<file path="src/rtl/core/sorted_insert_priority_queue_macros.svh">
// Assertion macros for the sorted insert priority queue.
`ifndef SORTED_INSERT_PRIORITY_QUEUE_MACROS_SVH
`define SORTED_INSERT_PRIORITY_QUEUE_MACROS_SVH

`ifndef SYNTHESIS

// Clocked check, disabled while reset is low.
`define SIPQ_ASSERT(lbl, clk, rst_n, prop, msg) \
    lbl: assert property (@(posedge clk) disable iff (!rst_n) (prop)) else $error(msg);

// Clocked check that also holds during reset.
`define SIPQ_ASSERT_ALWAYS(lbl, clk, prop, msg) \
    lbl: assert property (@(posedge clk) (prop)) else $error(msg);

`else

`define SIPQ_ASSERT(lbl, clk, rst_n, prop, msg)
`define SIPQ_ASSERT_ALWAYS(lbl, clk, prop, msg)

`endif

`endif

</file>
<file path="src/rtl/core/sipq_pkg.sv">
// Shared types and constants of the sorted insert priority queue.
package sipq_pkg;

    localparam int DEPTH = 16;
    localparam int CNT_W = $clog2(DEPTH + 1);
    localparam int KEY_W = 32;
    localparam int TAG_W = 16;
    localparam int IN_DATA_W = ((KEY_W + TAG_W + 7) / 8) * 8;
    localparam int OUT_DATA_W = ((KEY_W + TAG_W + CNT_W + 7) / 8) * 8;

    // Input kind carried on tuser
    typedef enum logic {
        MODE_INSERT = 1'b0,
        MODE_POP    = 1'b1
    } t_mode;

    // Result status carried on tuser
    typedef enum logic [1:0] {
        ST_INSERTED = 2'd0,
        ST_POPPED   = 2'd1,
        ST_EMPTY    = 2'd2,
        ST_FULL     = 2'd3
    } t_status;

    // Operation broadcast to every cell
    typedef struct packed {
        logic ins;
        logic pop;
    } t_cell_ctl;

endpackage

</file>
<file path="src/rtl/core/sipq_cell.sv">
// One storage cell of the sorted chain: holds a key and tag, shifts on insert or pop.
module sipq_cell (
    input  logic                      i_clk,
    input  sipq_pkg::t_cell_ctl       i_ctl,
    input  logic                      i_occ,       // this cell holds a live entry
    input  logic [sipq_pkg::KEY_W-1:0] i_new_key,
    input  logic [sipq_pkg::TAG_W-1:0] i_new_tag,
    input  logic                      i_prev_lt,   // left neighbor stays put on insert
    input  logic [sipq_pkg::KEY_W-1:0] i_prev_key,
    input  logic [sipq_pkg::TAG_W-1:0] i_prev_tag,
    input  logic [sipq_pkg::KEY_W-1:0] i_next_key,
    input  logic [sipq_pkg::TAG_W-1:0] i_next_tag,
    output logic                      o_lt,
    output logic [sipq_pkg::KEY_W-1:0] o_key,
    output logic [sipq_pkg::TAG_W-1:0] o_tag
);
    import sipq_pkg::*;

    logic [KEY_W-1:0] r_key, n_key;
    logic [TAG_W-1:0] r_tag, n_tag;
    logic             w_lt;

    // Stored key is strictly smaller: the new entry lands further right
    assign w_lt = i_occ && (r_key < i_new_key);

    // Next content: keep, take new entry, shift right, or shift left
    always_comb begin
        n_key = r_key;
        n_tag = r_tag;
        if (i_ctl.ins) begin
            if (!i_prev_lt) begin
                n_key = i_prev_key;
                n_tag = i_prev_tag;
            end else if (!w_lt) begin
                n_key = i_new_key;
                n_tag = i_new_tag;
            end
        end else if (i_ctl.pop) begin
            n_key = i_next_key;
            n_tag = i_next_tag;
        end
    end

    always_ff @(posedge i_clk) begin
        r_key <= n_key;
        r_tag <= n_tag;
    end

    assign o_lt  = w_lt;
    assign o_key = r_key;
    assign o_tag = r_tag;

endmodule

</file>
<file path="src/rtl/core/sorted_insert_priority_queue.sv">
// Sorted insert priority queue: a chain of key/tag cells kept in ascending key order.
//
// Input stream (s side): tuser = mode (0 insert, 1 pop), tdata = key, tag.
// Output stream (m side): tuser = status, tdata = out_key, out_tag, occupancy.
// Every accepted input gives exactly one result transfer.
// An insert goes ahead of the first stored entry with a key greater or equal;
// a pop returns the head (smallest key). Pop on empty reports status 2 and
// insert into a full queue is dropped with status 3.
// The result is registered and appears in the cycle after the input transfer.
// Throughput: one item per cycle while the receiver does not stall; each cell
// compares its key against the new key in parallel and all cells shift together,
// so the compare-and-shift across the chain sets the rate.
// Reset (synchronous, active low) empties the queue and drops any pending
// result. Cell contents are not cleared; only entries below the count are read.
// When the receiver stalls, the result stays in the output register and
// o_s_tready drops until the result is taken.
`include "sorted_insert_priority_queue_macros.svh"

module sorted_insert_priority_queue (
    input  logic                            i_clk,
    input  logic                            i_rst_n,
    input  logic                            i_s_tvalid,
    output logic                            o_s_tready,
    input  logic [sipq_pkg::IN_DATA_W-1:0]  i_s_tdata,   // [31:0] key, [47:32] tag
    input  logic                            i_s_tuser,   // [0] mode
    output logic                            o_m_tvalid,
    input  logic                            i_m_tready,
    output logic [sipq_pkg::OUT_DATA_W-1:0] o_m_tdata,   // out_key, out_tag, occupancy, zero pad
    output logic [1:0]                      o_m_tuser    // [1:0] status
);
    import sipq_pkg::*;

    logic             w_in_acc;
    logic [KEY_W-1:0] w_new_key;
    logic [TAG_W-1:0] w_new_tag;
    t_mode            w_mode;
    t_cell_ctl        w_ctl;
    logic             w_full, w_empty;

    logic             w_lt  [DEPTH];
    logic [KEY_W-1:0] w_key [DEPTH];
    logic [TAG_W-1:0] w_tag [DEPTH];

    logic [CNT_W-1:0] r_count, n_count;
    logic             r_out_valid;
    t_status          r_status, n_status;
    logic [KEY_W-1:0] r_out_key, n_out_key;
    logic [TAG_W-1:0] r_out_tag, n_out_tag;
    logic [CNT_W-1:0] r_out_occ;

    // Input decode
    assign o_s_tready = !r_out_valid || i_m_tready;
    assign w_in_acc   = i_s_tvalid && o_s_tready;
    assign w_new_key  = i_s_tdata[KEY_W-1:0];
    assign w_new_tag  = i_s_tdata[KEY_W+TAG_W-1:KEY_W];
    assign w_mode     = t_mode'(i_s_tuser);
    assign w_full     = (r_count == CNT_W'(DEPTH));
    assign w_empty    = (r_count == '0);

    // Operation, status and new count
    always_comb begin
        w_ctl     = '0;
        n_count   = r_count;
        n_status  = ST_INSERTED;
        n_out_key = '0;
        n_out_tag = '0;
        case (w_mode)
            MODE_INSERT: begin
                if (w_full) begin
                    n_status = ST_FULL;
                end else begin
                    w_ctl.ins = w_in_acc;
                    n_count   = r_count + CNT_W'(1);
                    n_status  = ST_INSERTED;
                end
            end
            MODE_POP: begin
                if (w_empty) begin
                    n_status = ST_EMPTY;
                end else begin
                    w_ctl.pop = w_in_acc;
                    n_count   = r_count - CNT_W'(1);
                    n_status  = ST_POPPED;
                    n_out_key = w_key[0];
                    n_out_tag = w_tag[0];
                end
            end
            default: begin
                n_status = ST_INSERTED;
            end
        endcase
    end

    // Cell chain
    for (genvar gi = 0; gi < DEPTH; gi++) begin : g_cell
        logic             w_prev_lt;
        logic [KEY_W-1:0] w_prev_key, w_next_key;
        logic [TAG_W-1:0] w_prev_tag, w_next_tag;

        if (gi == 0) begin : g_head
            assign w_prev_lt  = 1'b1;
            assign w_prev_key = w_new_key;
            assign w_prev_tag = w_new_tag;
        end else begin : g_body
            assign w_prev_lt  = w_lt[gi-1];
            assign w_prev_key = w_key[gi-1];
            assign w_prev_tag = w_tag[gi-1];
        end

        if (gi == DEPTH - 1) begin : g_tail
            assign w_next_key = '0;
            assign w_next_tag = '0;
        end else begin : g_link
            assign w_next_key = w_key[gi+1];
            assign w_next_tag = w_tag[gi+1];
        end

        sipq_cell u_cell (
            .i_clk      (i_clk),
            .i_ctl      (w_ctl),
            .i_occ      (CNT_W'(gi) < r_count),
            .i_new_key  (w_new_key),
            .i_new_tag  (w_new_tag),
            .i_prev_lt  (w_prev_lt),
            .i_prev_key (w_prev_key),
            .i_prev_tag (w_prev_tag),
            .i_next_key (w_next_key),
            .i_next_tag (w_next_tag),
            .o_lt       (w_lt[gi]),
            .o_key      (w_key[gi]),
            .o_tag      (w_tag[gi])
        );
    end

    // Count and output valid
    always_ff @(posedge i_clk) begin
        if (!i_rst_n) begin
            r_count     <= '0;
            r_out_valid <= 1'b0;
        end else begin
            if (w_in_acc) begin
                r_count     <= n_count;
                r_out_valid <= 1'b1;
            end else if (i_m_tready) begin
                r_out_valid <= 1'b0;
            end
        end
    end

    // Result payload
    always_ff @(posedge i_clk) begin
        if (w_in_acc) begin
            r_status  <= n_status;
            r_out_key <= n_out_key;
            r_out_tag <= n_out_tag;
            r_out_occ <= n_count;
        end
    end

    assign o_m_tvalid = r_out_valid;
    assign o_m_tuser  = r_status;
    assign o_m_tdata  = OUT_DATA_W'({r_out_occ, r_out_tag, r_out_key});

    // Checks
    `SIPQ_ASSERT(a_count_bound, i_clk, i_rst_n, r_count <= CNT_W'(DEPTH), "count above depth")
    `SIPQ_ASSERT(a_empty_pop, i_clk, i_rst_n, w_in_acc && (w_mode == MODE_POP) && w_empty |=> o_m_tvalid && (o_m_tuser == ST_EMPTY), "pop on empty not reported")
    `SIPQ_ASSERT(a_occ_match, i_clk, i_rst_n, o_m_tvalid |-> (r_out_occ == r_count), "occupancy differs from count")
    `SIPQ_ASSERT(a_head_order, i_clk, i_rst_n, (r_count >= CNT_W'(2)) |-> (w_key[0] <= w_key[1]), "head entries out of order")
    `SIPQ_ASSERT_ALWAYS(a_reset_clear, i_clk, !i_rst_n |=> !o_m_tvalid && (r_count == '0), "reset did not clear queue")

endmodule

</file>
<file path="config.mk">
export PLATFORM = sky130hd
export DESIGN_NAME = sorted_insert_priority_queue
export DESIGN_NICKNAME = d
export VERILOG_FILES = /design/src/rtl/core/sipq_pkg.sv /design/src/rtl/core/sipq_cell.sv /design/src/rtl/core/sorted_insert_priority_queue.sv
export VERILOG_INCLUDE_DIRS = /design/src /design/src/rtl/core
export SDC_FILE = /design/constraint.sdc
export NUM_CORES = 2
export LEC_CHECK = 0
export BUFFER_PORTS_ARGS = -buffer_cell sky130_fd_sc_hd__buf_4
export CAP_MARGIN = 40
export CORE_MARGIN = 8
export CORE_UTILIZATION = 40
export CTS_CLUSTER_DIAMETER = 30
export DETAILED_ROUTE_END_ITERATION = 10
export SYNTH_ARGS = -nofsm -noshare
export SYNTH_HDL_FRONTEND = slang
export SYNTH_SLANG_ARGS = --single-unit
export TNS_END_PERCENT = 30
</file>
<file path="constraint.sdc">
create_clock -name i_clk -period 9 [get_ports i_clk]
set_input_delay 1.8 -clock i_clk [delete_from_list [all_inputs] [get_ports i_clk]]
set_output_delay 1.8 -clock i_clk [all_outputs]
set_load 0.02 [all_outputs]
</file>
* Word-level counts from Yosys, hierarchy flattened
Index checks and enable logic that the tools add are counted. Widths: inputs -> output; s select.
Word-level totals: register bits 829, input bits 53, output and inout bits 60, word-level logic and storage cells 267
Cells by class: add/sub/neg operators 2, $lt $le $gt $ge 32, equal/unequal tests 17, multiplexer cells 138, bitwise operators 1, reductions and logical operators 39
Operator list (count):
- $mux 32 | 63
- $mux 16 | 63
- $lt 32x32->1 | 16
- $ne 3x3->1 const B | 15
- $lt 4x5->1 const A | 8
- $reduce_and 2->1 | 16
- $lt 3x5->1 const A | 4
- $logic_and 1x1->1 | 17
- $lt 1x5->1 const A | 2
- $lt 2x5->1 const A | 2
- $mux 5 | 2
- $pmux 5 s2 | 1
- $mux 1 | 6
- $add 5x1->5 const B | 1
- $eq 5x5->1 const B | 1
- $logic_not 5->1 | 1
- $sub 5x1->5 const B | 1
- $mux 2 | 2
- $pmux 2 s2 | 1
- $reduce_bool 2->1 | 2
- $ne 2x2->1 const B | 1
- $reduce_or 2->1 | 1
- $logic_not 1->1 | 1
- $logic_or 1x1->1 | 1
- $not 1->1 | 1

* Longest topological paths before layout
word-level depth 7, gate-level depth with buffers 12, mapped depth without buffers 9

* By module
From an unflattened synthesis, not the netlist that was laid out.
Unflattened totals: cells, all modules 5348, area, all modules 54348.4 µm²
By module, submodules not included:
- sipq_cell | instances 16, cells an instance 321, area an instance 3228.1 µm², sequential area each 1441.4 µm²
- sorted_insert_priority_queue | instances 1, cells an instance 212, area an instance 2698.8 µm², sequential area each 1771.7 µm²

* Least setup slack after synthesis
OpenSTA, ideal clock, no wires.
kind input to register, start input port i_m_tready, end register g_cell[14].u_cell.r_key[0] (enable), library setup time 482 ps, arrival time 7291 ps, data required time 8518 ps, slack 1227 ps, stages on the path 6, buffers on the path 2, path through nand2b_1 > and2_1 > clkbuf_1 > o21ai_1 > clkbuf_1 > a31oi_1
Between the ends: longest elaborated chain between the ends 6, elaborated cells on any way between the ends 9, classes of those cells eq/ne (1); mux (4); reduce/logical (4)
RTL lines:
- from (decl) | RTL line sorted_insert_priority_queue.sv:27 | input logic i_m_tready,
- $logic_or 1x1->1 (*) | RTL line sorted_insert_priority_queue.sv:52 | assign o_s_tready = !r_out_valid || i_m_tready;
- $logic_and 1x1->1 (*) | RTL line sorted_insert_priority_queue.sv:53 | assign w_in_acc = i_s_tvalid && o_s_tready;
- named net w_in_acc | RTL line sorted_insert_priority_queue.sv:33 | logic w_in_acc;
- $mux 1 (on tied branches) | RTL line sorted_insert_priority_queue.sv:69, sorted_insert_priority_queue.sv:78
- $mux 1 | RTL line sorted_insert_priority_queue.sv:67 | case (w_mode)
- $ne 3x3->1 (no source line) / $reduce_bool 2->1 (equally long branches)
- $reduce_and 2->1 (no source line) (*)
- to (signal assigned) | RTL line sipq_cell.sv:45 | r_key <= n_key;
- to (decl) | RTL line sipq_cell.sv:19 | logic [KEY_W-1:0] r_key, n_key;
Mark *: on every way through the listed nets, which the timed path passes. The rest lies on a longest branch. A chain may end at the register's enable or synchronous reset.

* Worst setup path in the final report
start input port i_s_tdata[13] in the netlist's numbering, end register g_cell[7].u_cell.r_key[13] (enable)
Between the ends: longest elaborated chain between the ends 4, elaborated cells on any way between the ends 6, classes of those cells order compare (2); eq/ne (1); reduce/logical (3)
RTL lines:
- from (decl) | RTL line sorted_insert_priority_queue.sv:24 | input logic [sipq_pkg::IN_DATA_W-1:0] i_s_tdata,
- $lt 32x32->1 | RTL line sipq_cell.sv:24 | assign w_lt = i_occ && (r_key < i_new_key);
- $logic_and 1x1->1 | RTL line sipq_cell.sv:24
- $ne 3x3->1 (no source line) (*)
- $reduce_and 2->1 (no source line) (*)
- to (signal assigned) | RTL line sipq_cell.sv:45
- to (decl) | RTL line sipq_cell.sv:19
Every way passes the cells marked *; elsewhere a longest branch is shown, timed or not.

==> metrics.txt <==
status=finished clean; final total negative setup slack=0 ps; required time worst endpoint=9440 ps; number of hold buffers added after CTS=0; Final period util=0.6625; worst-case clock skew=67.91 ps; via count of the first global-routing pass=39399; initial drt markers=4673; Reg2Reg Depth=9; Die Outline Area=0.1405 mm²; Synth Warn #=0; crit path to=g_cell[7].u_cell.o_key[13]; Post-Synth Adder-Cell Area=0.1212; Leak Pwr=0.02322 µW; power density over the cells=242.2 mW/mm²; Synth area leader=edfxtp_1; reported max-cap violation count=0; internal cell power=10860 µW; shortest clock period the worst path allows after layout=5962 ps; Primary FF master, synth=edfxtp_1; post-synthesis share of cell area spent on and, or, nand and nor gates=0.1138; Post-synth ARST share=0; total of endpoints with negative setup slack in the final report=0; fraction of synthesized cell area in xor and xnor cells=0.0005100; CTS tree=built; clock buffers created by TritonCTS=215; all-layer global routing usage=0.2543; number of antenna violations at the first check in global routing=11; clock sink total=829; Detailed Routing Iterations Pass 1=8; Cell Rows=131; initial core utilization=0.4035; Reg-to-Reg Start=r_count[1]; fraction of layout cells with a size suffix above 1=0.1136; Die Ht=374.9 µm; number of remaining DRC errors=0; CP startpoint=i_s_tdata[13]; Via-to-Cell Ratio=5.971; core area=0.1277 mm²; cells after synthesis=4944; logic gate share of total power=0.137; number of nets in the final layout=5592; Worst IR Drop VDD=0.2121 mV; global placer's final weighted congestion=0.9707; top cells by area in the synthesized netlist=edfxtp_1 48%, mux2i_1 12%, ha_1 12%; relative contribution of sequential cells to total power=0.331; detailed-route wire length=186300 µm; startpoint kind of the worst setup timing path=input pin; largest family of logic cells by synthesized area=compound AO/OA/AOI/OAI gates; count of distinct cell types in the synthesized netlist=62; Post-CTS Setup Repair Bufs=0; Slew Viols, Final=0; part of the Yosys area used for sequential elements=0.4820; post-cts gate resize count=0; biggest fanout along the worst timing path=17; area share of the leading cell type in the synthesized netlist=0.4797; Switching Share=0.2787; number of synthesized flops with an enable pin=823; setup slack, reg-to-reg=4160 ps; Via Count=41167; Avg WL per Cell=27.02 µm; first-pass GRT wire length=269300 µm; normalized max-slew margin=0.2263; worst flop-to-flop path endpoint=g_cell[4].u_cell.o_key[10]; type of the worst min-delay path=reg -> reg; buffers added on ports=109; area of the mapped netlist=0.05152 mm²; #FFs+latches synth=829; clock slew at reported path FFs=50 ps; post-detail-place hpwl=125600 µm; most frequent cells after synthesis=823 x edfxtp_1, 683 x a21oi_1, 627 x mux2i_1; post-route total power=15050 µW; maximum clock frequency=0.1677 GHz; worst slew pin tran=1161 ps; library cell with the highest instance count after synthesis=edfxtp_1; start-to-end type of the worst setup path=in -> reg; post-route worst hold slack=539.3 ps; unrepaired setup endpoints after global routing=no; antenna-violating nets left=0; DP Worst Slack=2347 ps; standard cell area after detailed placement=0.05451 mm²; Skew-Pair Late Insertion Delay=840 ps; layout overhead on the synthesized area=20.63%; CTS H-Tree Depth=4; synthesized area per cell=10.42 µm²; final global-route overflow total=0; net switching power of the design=4195 µW; number of hold violations in the final report=0; cell area after layout=0.06215 mm²; synthesized-area fraction occupied by ao, oa, aoi and oai cells=0.1284; worst path arrival time=6400 ps; fraction of power consumed by the clock network=0.533; Longest Clk Path Bufs=3; largest net degree at the start of global routing=231; Worst Slack Setup Final=3038 ps; Die X-Extent=374.9 µm; kind of capture point of the worst setup path=register; cell at the root of the clock tree=clkbuf_16; ports placed on the boundary=113; portion of netlist area occupied by mux cells=0.1218
final cells by class:
cell class	instances	area (µm²)
inverters	43	161.4
clock buffers	239	5502
well taps	1662	2079
multi-input cells	3747	25470
repair buffers	204	1972
fillers	11529	65540
diodes	6	15.01
flip-flops and latches	829	24830
clock inverters	165	2116
critical path: stages:
cell,delay (ps)
buf_4,210
inv_1,350
ha_1,440
nand4_1,290
or4b_1,640
or4_1,490
o211ai_1,340
a31oi_4,200
buf_4,320
a31oi_4,810
buf_4,480
sequential cells by signal (all words and copies together), names as in the netlist:
signal               cells
g_cell.u_cell.o_key    512
g_cell.u_cell.o_tag    256
o_m_tuser                2
o_m_tvalid               1
r_count                  5
r_out_key               32
r_out_occ                5
r_out_tag               16
cell families (layout without fill, tap and decap cells):
kind of cell | count (synthesis) | in the layout
buf+inv | 370 | 651
compound gates | 1239 | 1239
flops | 829 | 829
fa+ha+maj | 499 | 499
xor+xnor | 3 | 3
mux | 627 | 627
simple gates | 1376 | 1376
other cells | 1 | 9
through the flow:
stage / util / std cells
2_1_floorplan: - / 4946
3_3_place_gp: 0.4229 / 6459
3_5_place_dp: 0.4270 / 6485
4_1_cts: 0.4866 / 6889
5_1_grt: 0.4866 / 6890
6_report: 0.4867 / 6895
worst min path at each step:
| stage | startpoint | end | slack, ps | depth (start not counted) |
|---|---|---|---|---|
| after floorplan | g_cell[1].u_cell.o_tag[0] | g_cell[0].u_cell.o_tag[0] | 520 | 2 |
| after global placement | o_m_tvalid | o_m_tvalid | 520 | 2 |
| after detailed placement | g_cell[1].u_cell.o_tag[9] | g_cell[0].u_cell.o_tag[9] | 530 | 2 |
| after CTS | g_cell[1].u_cell.o_tag[10] | g_cell[0].u_cell.o_tag[10] | 540 | 2 |
| after global routing | o_m_tvalid | o_m_tvalid | 570 | 2 |
| final | g_cell[1].u_cell.o_tag[10] | g_cell[0].u_cell.o_tag[10] | 540 | 2 |
power groups by stage:
stage               clock network, µW  registers [µW]  logic, µW
finish                           8020            4980       2060
detailed placement                  0            5030       2010
global route                     8280            5000       2230
floorplan                           0            4940       1240
CTS                              8080            4970       2020
global placement                    0            5040       1920
layer usage:
metal | global-route usage | part of all wire
met1 | 0.3503 | 0.43
met2 | 0.3866 | 0.44
met3 | 0.06163 | 0.099
met4 | 0.09696 | 0.038
met5 | 0 | 0.00041
placed cells by master (no fill, tap or decap), types with 7 or more instances in the layout:
| cell | instances |
|---|---|
| clkinvlp_4 | 27 |
| clkinv_4 | 9 |
| o21a_1 | 7 |
| buf_16 | 15 |
| nand2_1 | 566 |
| a21o_1 | 11 |
| clkinv_1 | 30 |
| mux2i_1 | 627 |
| a31oi_1 | 9 |
| edfxtp_1 | 823 |
| nor4_1 | 18 |
| and2_1 | 50 |
| nor3_1 | 23 |
| clkbuf_1 | 22 |
| bufinv_16 | 38 |
| clkinv_16 | 8 |
| a211oi_1 | 14 |
| a31oi_4 | 22 |
| nand2b_1 | 20 |
| a2111oi_0 | 8 |
| nand3_1 | 92 |
| a21oi_1 | 680 |
| buf_4 | 169 |
| o21ai_1 | 54 |
| a221oi_1 | 17 |
| o21ai_0 | 361 |
| clkbuf_16 | 216 |
| and4_1 | 15 |
| inv_1 | 43 |
| a2111o_1 | 7 |
| nand4_1 | 59 |
| ha_1 | 499 |
| o211ai_1 | 8 |
| nor2b_1 | 9 |
| clkinv_2 | 45 |
| buf_12 | 11 |
| nor2_1 | 499 |
Power figures use the tool's default switching activity.
